**src/hkr_pkg.sv**
```systemverilog
// Shared types and constants for the HID keyboard report builder.
package hkr_pkg;

   localparam logic [7:0] MOD_MASK      = 8'hF8;
   localparam logic [7:0] MOD_BASE      = 8'hE0;
   localparam logic [7:0] MOD_BIT       = 8'h07;
   localparam logic [7:0] ROLLOVER_CODE = 8'h01;
   localparam logic [7:0] EMPTY_CODE    = 8'h00;
   localparam int         MAX_SLOTS     = 6;

   typedef struct packed {
      logic [7:0] key_code;
      logic       released;
   } req_type;

   typedef struct packed {
      logic [7:0] modifier_bits;
      logic [7:0] slot0;
      logic [7:0] slot1;
      logic [7:0] slot2;
      logic [7:0] slot3;
      logic [7:0] slot4;
      logic [7:0] slot5;
      logic       rollover_error;
   } rsp_type;

endpackage

```
**src/hid_keyboard_report_builder.sv**
```systemverilog
// Top level of the HID boot keyboard report builder.
// Modifier and zero codes go straight to the report; a key event scans one held entry per cycle
// to a hit or the end, appends a missed press if not full, compacts the table on a released hit.
// Throughput: one request at a time; busy stays high until the report strobe is issued.
// The report is registered and strobed on rsp_valid for one cycle; the receiver cannot stall.
// Reset clears the held-key table, the held count and the modifier byte.
module hid_keyboard_report_builder #(
   parameter int TRACKED_KEYS = 16,
   parameter int REPORT_SLOTS = 6
) (
   input  logic              clock,
   input  logic              reset,
   input  logic              start,
   output logic              busy,
   input  hkr_pkg::req_type  req_data,
   output logic              rsp_valid,
   output hkr_pkg::rsp_type  rsp_data
);

   localparam int ADDR_W = $clog2(TRACKED_KEYS);
   localparam int CNT_W  = $clog2(TRACKED_KEYS + 1);

   logic                         report_go;
   logic [CNT_W-1:0]             held_count;
   logic [7:0]                   modifier_state;
   logic                         wr_en;
   logic [ADDR_W-1:0]            wr_addr;
   logic [7:0]                   wr_data;
   logic [ADDR_W-1:0]            rd_addr;
   logic [7:0]                   rd_data;
   logic [REPORT_SLOTS-1:0][7:0] slot_keys;
   logic [hkr_pkg::MAX_SLOTS-1:0][7:0] slot_vals;
   logic                         roll;

   logic             rsp_valid_ff, rsp_valid_in;
   hkr_pkg::rsp_type rsp_data_ff, rsp_data_in;

   hkr_seq #(
      .TRACKED_KEYS (TRACKED_KEYS)
   ) u_seq (
      .clock          (clock),
      .reset          (reset),
      .start          (start),
      .req_data       (req_data),
      .busy           (busy),
      .report_go      (report_go),
      .held_count     (held_count),
      .modifier_state (modifier_state),
      .wr_en          (wr_en),
      .wr_addr        (wr_addr),
      .wr_data        (wr_data),
      .rd_addr        (rd_addr),
      .rd_data        (rd_data)
   );

   hkr_table #(
      .TRACKED_KEYS (TRACKED_KEYS),
      .REPORT_SLOTS (REPORT_SLOTS)
   ) u_table (
      .clock     (clock),
      .reset     (reset),
      .wr_en     (wr_en),
      .wr_addr   (wr_addr),
      .wr_data   (wr_data),
      .rd_addr   (rd_addr),
      .rd_data   (rd_data),
      .slot_keys (slot_keys)
   );

   assign roll = (held_count > CNT_W'(REPORT_SLOTS));

   always_comb begin
      for (int j = 0; j < hkr_pkg::MAX_SLOTS; j++) begin
         slot_vals[j] = hkr_pkg::EMPTY_CODE;
      end
      for (int j = 0; j < REPORT_SLOTS; j++) begin
         slot_vals[j] = roll ? hkr_pkg::ROLLOVER_CODE : slot_keys[j];
      end
   end

   always_comb begin
      rsp_valid_in                = report_go;
      rsp_data_in                 = rsp_data_ff;
      if (report_go) begin
         rsp_data_in.modifier_bits  = modifier_state;
         rsp_data_in.slot0          = slot_vals[0];
         rsp_data_in.slot1          = slot_vals[1];
         rsp_data_in.slot2          = slot_vals[2];
         rsp_data_in.slot3          = slot_vals[3];
         rsp_data_in.slot4          = slot_vals[4];
         rsp_data_in.slot5          = slot_vals[5];
         rsp_data_in.rollover_error = roll;
      end
   end

   always_ff @(posedge clock) begin
      if (reset) begin
         rsp_valid_ff <= 1'b0;
      end else begin
         rsp_valid_ff <= rsp_valid_in;
      end
      rsp_data_ff <= rsp_data_in;
   end

   assign rsp_valid = rsp_valid_ff;
   assign rsp_data  = rsp_data_ff;

endmodule

```
**src/hkr_table.sv**
```systemverilog
// Held-key table: one write port, one scan read port, fixed taps for the report slots.
module hkr_table #(
   parameter int TRACKED_KEYS = 16,
   parameter int REPORT_SLOTS = 6,
   localparam int ADDR_W = $clog2(TRACKED_KEYS)
) (
   input  logic                             clock,
   input  logic                             reset,
   input  logic                             wr_en,
   input  logic [ADDR_W-1:0]                wr_addr,
   input  logic [7:0]                       wr_data,
   input  logic [ADDR_W-1:0]                rd_addr,
   output logic [7:0]                       rd_data,
   output logic [REPORT_SLOTS-1:0][7:0]     slot_keys
);

   logic [7:0] keys_ff [TRACKED_KEYS];
   logic [7:0] keys_in [TRACKED_KEYS];

   always_comb begin
      for (int i = 0; i < TRACKED_KEYS; i++) begin
         keys_in[i] = keys_ff[i];
      end
      if (wr_en) begin
         keys_in[wr_addr] = wr_data;
      end
   end

   always_ff @(posedge clock) begin
      for (int i = 0; i < TRACKED_KEYS; i++) begin
         if (reset) begin
            keys_ff[i] <= hkr_pkg::EMPTY_CODE;
         end else begin
            keys_ff[i] <= keys_in[i];
         end
      end
   end

   assign rd_data = keys_ff[rd_addr];

   always_comb begin
      for (int j = 0; j < REPORT_SLOTS; j++) begin
         slot_keys[j] = keys_ff[j];
      end
   end

endmodule

```
**src/hkr_seq.sv**
```systemverilog
// Event sequencer: scans the held-key table with one shared comparator and applies the update.
module hkr_seq #(
   parameter int TRACKED_KEYS = 16,
   localparam int ADDR_W = $clog2(TRACKED_KEYS),
   localparam int CNT_W  = $clog2(TRACKED_KEYS + 1)
) (
   input  logic                clock,
   input  logic                reset,
   input  logic                start,
   input  hkr_pkg::req_type    req_data,
   output logic                busy,
   output logic                report_go,
   output logic [CNT_W-1:0]    held_count,
   output logic [7:0]          modifier_state,
   output logic                wr_en,
   output logic [ADDR_W-1:0]   wr_addr,
   output logic [7:0]          wr_data,
   output logic [ADDR_W-1:0]   rd_addr,
   input  logic [7:0]          rd_data
);

   localparam logic [2:0] ST_IDLE   = 3'd0;
   localparam logic [2:0] ST_SCAN   = 3'd1;
   localparam logic [2:0] ST_MOVE   = 3'd2;
   localparam logic [2:0] ST_CLEAR  = 3'd3;
   localparam logic [2:0] ST_REPORT = 3'd4;

   localparam logic [CNT_W-1:0] COUNT_MAX = CNT_W'(TRACKED_KEYS);

   logic [2:0]        state_ff, state_in;
   logic [7:0]        code_ff, code_in;
   logic              rel_ff, rel_in;
   logic [CNT_W-1:0]  idx_ff, idx_in;
   logic [ADDR_W-1:0] match_ff, match_in;
   logic [CNT_W-1:0]  count_ff, count_in;
   logic [7:0]        mod_ff, mod_in;
   logic [CNT_W-1:0]  last;
   logic [7:0]        mod_bit;

   assign last    = count_ff - CNT_W'(1);
   assign mod_bit = 8'd1 << (req_data.key_code & hkr_pkg::MOD_BIT);

   always_comb begin
      state_in = state_ff;
      code_in  = code_ff;
      rel_in   = rel_ff;
      idx_in   = idx_ff;
      match_in = match_ff;
      count_in = count_ff;
      mod_in   = mod_ff;
      wr_en    = 1'b0;
      wr_addr  = idx_ff[ADDR_W-1:0];
      wr_data  = code_ff;
      rd_addr  = idx_ff[ADDR_W-1:0];
      unique case (state_ff)
         ST_IDLE: begin
            if (start) begin
               code_in = req_data.key_code;
               rel_in  = req_data.released;
               idx_in  = '0;
               if ((req_data.key_code & hkr_pkg::MOD_MASK) == hkr_pkg::MOD_BASE) begin
                  mod_in   = req_data.released ? (mod_ff & ~mod_bit) : (mod_ff | mod_bit);
                  state_in = ST_REPORT;
               end else if (req_data.key_code == hkr_pkg::EMPTY_CODE) begin
                  state_in = ST_REPORT;
               end else begin
                  state_in = ST_SCAN;
               end
            end
         end
         ST_SCAN: begin
            if (idx_ff < count_ff) begin
               if (rd_data == code_ff) begin
                  match_in = idx_ff[ADDR_W-1:0];
                  state_in = rel_ff ? ST_MOVE : ST_REPORT;
               end else begin
                  idx_in = idx_ff + CNT_W'(1);
               end
            end else begin
               if (!rel_ff && (count_ff < COUNT_MAX)) begin
                  wr_en    = 1'b1;
                  wr_addr  = count_ff[ADDR_W-1:0];
                  count_in = count_ff + CNT_W'(1);
               end
               state_in = ST_REPORT;
            end
         end
         ST_MOVE: begin
            rd_addr  = last[ADDR_W-1:0];
            wr_en    = 1'b1;
            wr_addr  = match_ff;
            wr_data  = rd_data;
            state_in = ST_CLEAR;
         end
         ST_CLEAR: begin
            wr_en    = 1'b1;
            wr_addr  = last[ADDR_W-1:0];
            wr_data  = hkr_pkg::EMPTY_CODE;
            count_in = last;
            state_in = ST_REPORT;
         end
         ST_REPORT: begin
            state_in = ST_IDLE;
         end
         default: begin
            state_in = ST_IDLE;
         end
      endcase
   end

   always_ff @(posedge clock) begin
      if (reset) begin
         state_ff <= ST_IDLE;
         count_ff <= '0;
         mod_ff   <= '0;
      end else begin
         state_ff <= state_in;
         count_ff <= count_in;
         mod_ff   <= mod_in;
      end
      code_ff  <= code_in;
      rel_ff   <= rel_in;
      idx_ff   <= idx_in;
      match_ff <= match_in;
   end

   assign busy           = (state_ff != ST_IDLE);
   assign report_go      = (state_ff == ST_REPORT);
   assign held_count     = count_ff;
   assign modifier_state = mod_ff;

endmodule
```
**config.mk**
```make
export PLATFORM = sky130hd
export DESIGN_NAME = hid_keyboard_report_builder
export DESIGN_NICKNAME = d
export VERILOG_FILES = /design/src/hkr_pkg.sv /design/src/hid_keyboard_report_builder.sv /design/src/hkr_table.sv /design/src/hkr_seq.sv
export SDC_FILE = /design/constraint.sdc
export NUM_CORES = 1
export LEC_CHECK = 0
export ABC_AREA = 1
export BUFFER_PORTS_ARGS = -buffer_cell sky130_fd_sc_hd__buf_2
export CAP_MARGIN = 20
export CORE_MARGIN = 5
export CORE_UTILIZATION = 60
export DETAILED_ROUTE_END_ITERATION = 10
export PLACE_DENSITY = 0.83
export SLEW_MARGIN = 40
export SYNTH_ARGS = -nofsm -noshare
export SYNTH_HDL_FRONTEND = slang
export SYNTH_SLANG_ARGS = --single-unit
```
**constraint.sdc**
```tcl
create_clock -name clock -period 5.4 [get_ports clock]
set_clock_uncertainty 0.1 [all_clocks]
set_input_delay 1.08 -clock clock [delete_from_list [all_inputs] [get_ports clock]]
set_output_delay 1.08 -clock clock [all_outputs]
set_load 0.02 [all_outputs]
```
Yosys cells after proc, flatten, opt, wreduce, memory -nomap -nowiden
Memory sizes are Yosys's and may differ from the RTL's.
Index checks and enable logic that the tools add are counted.
{"block": "op_classes", "n_reduce_logical": 15, "order_cmp": 5, "addsub": 3, "eq_ne": 12, "n_shift": 1, "bitwise": 20, "n_mux": 46}
{"cell": "$mux 8", "n": 18}
{"cell": "$bwmux 128", "n": 1}
{"cell": "$mux 128", "n": 1}
{"cell": "$demux 8 s4", "n": 1}
{"cell": "$mux 5", "n": 5}
{"cell": "$pmux 5 s2", "n": 2}
{"cell": "$mux 3", "n": 6}
{"cell": "$or 1x1->1", "n": 16}
{"cell": "$pmux 8 s2", "n": 1}
{"cell": "$mux 4", "n": 3}
{"cell": "$pmux 3 s4", "n": 1}
{"cell": "$pmux 4 s3", "n": 1}
{"cell": "$add 5x1->5 const B", "n": 2}
{"cell": "$reduce_and 3->1", "n": 3}
{"cell": "$and 8x8->8", "n": 1}
{"cell": "$eq 8x8->1", "n": 1}
{"cell": "$logic_not 8->1", "n": 1}
{"cell": "$not 8->8", "n": 1}
{"cell": "$or 8x8->8", "n": 1}
{"cell": "$shl 1x3->8 const A", "n": 1}
{"cell": "$eq 3x2->1 const B", "n": 2}
{"cell": "$ne 2x2->1 const B", "n": 3}
{"cell": "$eq 5x5->1 const B", "n": 1}
{"cell": "$ge 5x5->1 const B", "n": 1}
{"cell": "other kinds (20)", "n": 28}
{"block": "word_totals", "memories": 1, "ff_bits": 92, "inputBits": 12, "mem_bits_rw": 128}
{"memory": "u_table.keys_ff", "words": 16, "width": 8, "rd": 17, "rd_clocked_by_memory_dff": 0, "write_ports": 16, "line_no": "hkr_table.sv:17", "source": "logic [7:0] keys_ff [TRACKED_KEYS];"}

Logic depth before layout (Yosys ltp)
{"block": "depth", "depth_word": 13, "mapped_depth": 19, "ltp_nobuf": 18}

Hierarchy
Synthesis repeated with hierarchy kept, for this count alone.
{"block": "unflattened", "cells_unflattened": 1429, "area_unflattened_um2": 10690.3}
{"mod": "hkr_table", "cells_per_inst": 960, "area_per_inst_um2": 6352.3, "n_inst": 1, "seq_area_each_um2": 2562.5}
{"mod": "hid_keyboard_report_builder", "cells_per_inst": 157, "area_per_inst_um2": 2177.1, "n_inst": 1, "seq_area_each_um2": 1731.7}
{"mod": "hkr_seq", "cells_per_inst": 312, "area_per_inst_um2": 2160.8, "n_inst": 1, "seq_area_each_um2": 860.8}

Worst setup path after synthesis
No wires, ideal clock.
{"block": "synth_path", "path_kind": "reg-to-reg", "startpoint": "register u_seq.state_ff[1]", "endpoint": "register rsp_data_ff (netlist bit rsp_data[0]) (enable)", "setup_time_ns": 0.542, "n_path_buf": 1, "path_stages_with_launch": 3, "arrival_ns": 4.351, "setup_slack_ns": 0.406, "path_cell_list": "dfxtp_1 -> buf_4 -> nor3_1"}
{"block": "synth_via", "elab_chain_len": 1}
{"item": "start: declaration", "line_no": "hkr_seq.sv:30", "source": "logic [2:0] state_ff, state_in;"}
{"item": "start signal: assignment", "line_no": "hkr_seq.sv:117", "source": "state_ff <= state_in;"}
{"item": "$eq 3x3->1", "line_no": "hkr_seq.sv:128", "source": "assign report_go = (state_ff == ST_REPORT);"}
{"item": "via report_go", "line_no": "hid_keyboard_report_builder.sv:23", "source": "logic report_go;"}
{"item": "end signal: assignment", "line_no": "hid_keyboard_report_builder.sv:102", "source": "rsp_data_ff <= rsp_data_in;"}
{"item": "end: declaration", "line_no": "hid_keyboard_report_builder.sv:36", "source": "hkr_pkg::rsp_type rsp_data_ff, rsp_data_in;"}
The timed path passes the listed nets, and every way through them passes these cells.
A chain may end at the register's enable or synchronous reset.

Worst setup path in the final report
{"block": "layout_path", "startpoint": "register u_seq.state_ff[1]", "endpoint": "register u_seq.match_ff[3] (enable)"}
{"block": "layout_via", "elab_chain_len": 5, "elab_cells_between_ends": 6}
{"item": "$eq 3x2->1", "line_no": "hkr_seq.sv:55", "source": "unique case (state_ff)"}
{"item": "$mux 4", "line_no": "hkr_seq.sv:55"}
{"item": "$mem_v2 16x8"}
{"item": "$eq 8x8->1", "line_no": "hkr_seq.sv:73", "source": "if (rd_data == code_ff) begin"}
{"item": "$reduce_and 3->1 (no line) *"}
{"item": "end signal: assignment", "line_no": "hkr_seq.sv:124", "source": "match_ff <= match_in;"}
{"item": "end: declaration", "line_no": "hkr_seq.sv:34", "source": "logic [ADDR_W-1:0] match_ff, match_in;"}
Mark *: on every way between the ends. The rest lies on a longest branch, timed or not.

==> results.md <==
* Worst-skew pair later-pin latency at ~0.51 ns
* Max-cap violations at 0
* Yosys top cell area share at a little under 30%
* Worst path slowest cell: dfxtp_1
* Post-cts resize count at 0
* Largest family of logic cells by synthesized area: simple AND/OR/NAND/NOR gates
* Clock share of power at 30.6%
* Mapped Nets at 1267
* Main area contributors after synthesis: dfxtp_1 29%, edfxtp_1 23%, nand3_1 9.4%
* Worst Tran Pin Value at just under 0.9 ns
* Fraction of power consumed by sequential logic at a little over a third
* Final Hold Fails at 0
* DRC Markers at 0
* Worst hold stages at 0
* Cts hold-fix bufs at 0
* Final worst path period share at approximately 73%
* Warnings, synthesis at 0
* Largest stage delay, worst path at about 0.5 ns
* CP required at between 5 and 6 ns
* Root buffer cell: clkbuf_16
* Top FF cell, synth: dfxtp_1
* Fmax at ~250 MHz
* Cell Area, Synth at approximately 10000 sq um
* Die ar. at 19300 sq um
* Via Count at between 9000 and 10000
* DP Area at a little over 10000 sq um
* Clk slew on worst S/H paths at 0.06 ns
* Largest net degree at the start of global routing at between 90 and 100
* Gp weighted congestion at ~0.92
* CP delay by family, top: simple AND/OR/NAND/NOR gates
* Gate count after technology mapping at 1247
* Final instance area at around 11000 sq um
* Final TNS setup at 0 ns
* Die width at 139 um
* Clock Tree Buf Depth at 3
* Core Area at about 16000 sq um
* Setup crit start kind: register
* Top Ports at between 70 and 80
* Post-Synth XOR/XNOR Area at less than 1%
* Critical R2R Capture: u_seq.match_ff[3]
* Routed wire length at between 20000 and 30000 um
* Max Slew Vio Count at 0
* Initial antenna violation count at 0
* Gate power share at approximately 34%
* Lkg Pwr at 4.33 nW
* Compound-Gate Fraction of Synth Area at between 10% and 20%
* Routed Antenna Nets at 0
* Min-Delay Endpoint: rsp_data[50]
* Design Power at approximately 0.0055 W
* Cell Pwr Density at ~490 nW/um^2
* Fill cells at 1337
* Gr usage total at a little over a quarter
* Buffers and inverters on the worst path at 0
* IR Drop Worst-Case VDD at 0.346 mV
* # setup viols final at 0
* Critical path data arrival time at ~4 ns
* Count leader, synth: nand2_1
* Crit-path max FO at 64
* Critical path type: reg2reg
* First-pass GRT wire length at 43000 um
* RR Startpoint: u_seq.state_ff[1]
* Layout cells sized above 1 at 12.4%
* Gr ovfl total at 0
* Number of cells on the worst reg-to-reg path at 14
* Post-CTS Setup Bufs at 0
* Inst Count DP at approximately 1500
* Outcome: completed
* Area share of and/or/nand/nor cells after synthesis at between 20% and 30%
* Num CTS Buffers at 23
* RSZ-0062 raised after global routing: no
* CTS H-Tree Depth at 1
* Post-Synth Adder-Cell Area at between 1 and 1.5%
* Mux contribution to synthesized area at 0%
* Hold WC Path Type: reg2reg
* First-pass DRT Iterations at 7
* Max_slew headroom at between 40% and 50%
* CP endpoint kind: register
* Switching Share at a little under two fifths
* Die height at 139 um
* Area grow syn2layout at 12.5%
* Avg Synthesized Cell Area at 8.00 sq um
* # clock sinks at 220
* Final net count at about 1300
* Internal at about 0.0034 W
* Top post-synthesis cells by count: 243 x nand2_1, 187 x nand3_1, 149 x nor2_1, 145 x dfxtp_1, 102 x a21oi_1
* Internal reg-to-reg setup slack at between 1 and 1.5 ns
* TritonCTS clock tree: built
* Synth area leader: dfxtp_1
* Initial core utilization at 60.6%
* Diode count at 0
* Row cnt at 47
* Port-buffer cells at 70
* Finished Layout Cells at between 1500 and 2000
* First DRT Iteration DRCs at roughly 1200
* DR WL/cell at around 18 um
* DR vias/cell at a little under 6
* Asr flop ratio synth at 0%
* Critical Path Most Common Cell: nand2_1
* Post-layout min period at ~4.0 ns
* Number of enable flip-flop cells after synthesis at 75
* Vias in the first global route at just over 8000
* Register area share after synthesis at between 50% and 60%
* Cells along the critical path: nand3_4 > nand2_2 > nand2_4 > nand2_1 > nand3_1 > nand3_1 > nand3_1 > nand2_1 > nand2_1 > nand2_1 > nand2_1 > nor2_1 > nand2_1 > nor3_1
* NetSw at roughly 0.0021 W
* Post-synth cell types at 39
* Yosys reg bits at 220
* DP HPWL at 17200 um
[layout make-up]
cell class              count  area (sq um)  share of cell area, %
clock buffers              33           664                   5.92
clock inverters             8           146                   1.30
inverters                 111           417                   3.71
multi-input cells         852          4140                   36.9
flip-flops and latches    220          5150                   45.9
well taps                 220           275                   2.45
repair buffers             79           424                   3.78
[flip-flops by register name, summed over array words and instances (netlist names), named ones only]
name              count
rsp_data             57
u_seq.idx_ff          5
u_seq.code_ff         8
u_seq.rel_ff          1
u_seq.match_ff        4
u_seq.held_count      5
rsp_valid             1
u_table.keys_ff     128
u_seq.state_ff        3
[cell usage in the layout, fill, tap and decap left out, drive strengths merged]
cell type    n
a21oi      103
bufinv       4
nor2       156
a211oi       2
ha           8
clkinv       3
o22ai        8
nor3         4
buf         79
edfxtp      75
a221o        1
xor2         4
nand4        6
o2111ai      1
dfxtp      145
nor4         1
o211ai       4
nor3b        1
inv        111
a22oi        2
or2          1
o21ai      110
nand2      248
o41ai        1
clkinvlp     1
a31oi        1
clkbuf      33
nand3      190
[metrics by stage]
| step | util (%) | setup WS [ns] | hold WS [ns] |
|---|---|---|---|
| global placement | 62.8 | 1.43 | 0.314 |
| floorplan | - | 0.406 | 0.308 |
| CTS | 68.0 | 1.61 | 0.330 |
| finish | 68.2 | 1.44 | 0.331 |
| detailed placement | 63.1 | 1.62 | 0.317 |
| global route | 68.2 | 1.16 | 0.331 |
[worst max-delay path by stage]
stage	to	slack [ns]	depth (start not counted)	startpoint
finish	u_seq.match_ff[3]	1.44	14	u_seq.state_ff[1]
global route	u_seq.match_ff[3]	1.16	14	u_seq.state_ff[1]
CTS	u_seq.match_ff[3]	1.61	14	u_seq.state_ff[1]
detailed placement	u_seq.match_ff[1]	1.62	14	u_seq.state_ff[1]
global placement	u_seq.match_ff[2]	1.43	14	u_seq.state_ff[1]
floorplan	rsp_data[0]	0.41	2	u_seq.state_ff[1]
[cell families after synthesis]
logic type	after synthesis
AND/OR/NAND/NOR	607
AO/OA/AOI/OAI	233
flip-flops	220
buffers and inverters	175
adder cells (fa/ha/maj)	8
XOR/XNOR	4
[power by group through the flow]
stage	combinational, W	sequential [W]	clock, W
5_1_grt	0.00199	0.00200	0.00178
3_5_place_dp	0.00177	0.00201	0
3_3_place_gp	0.00172	0.00201	0
6_report	0.00185	0.00198	0.00169
4_1_cts	0.00179	0.00198	0.00170
2_1_floorplan	0.00128	0.00204	0
[layer usage]
metal  GRT usage, %  up-vias  wire length, um
met1           35.8     4193            10700
met4           11.1        0             1240
met2           43.5      530            12500
li1               -     4239                -
met5              0        -                0
met3           5.03      111             2490
Power figures use the tool's default switching activity.
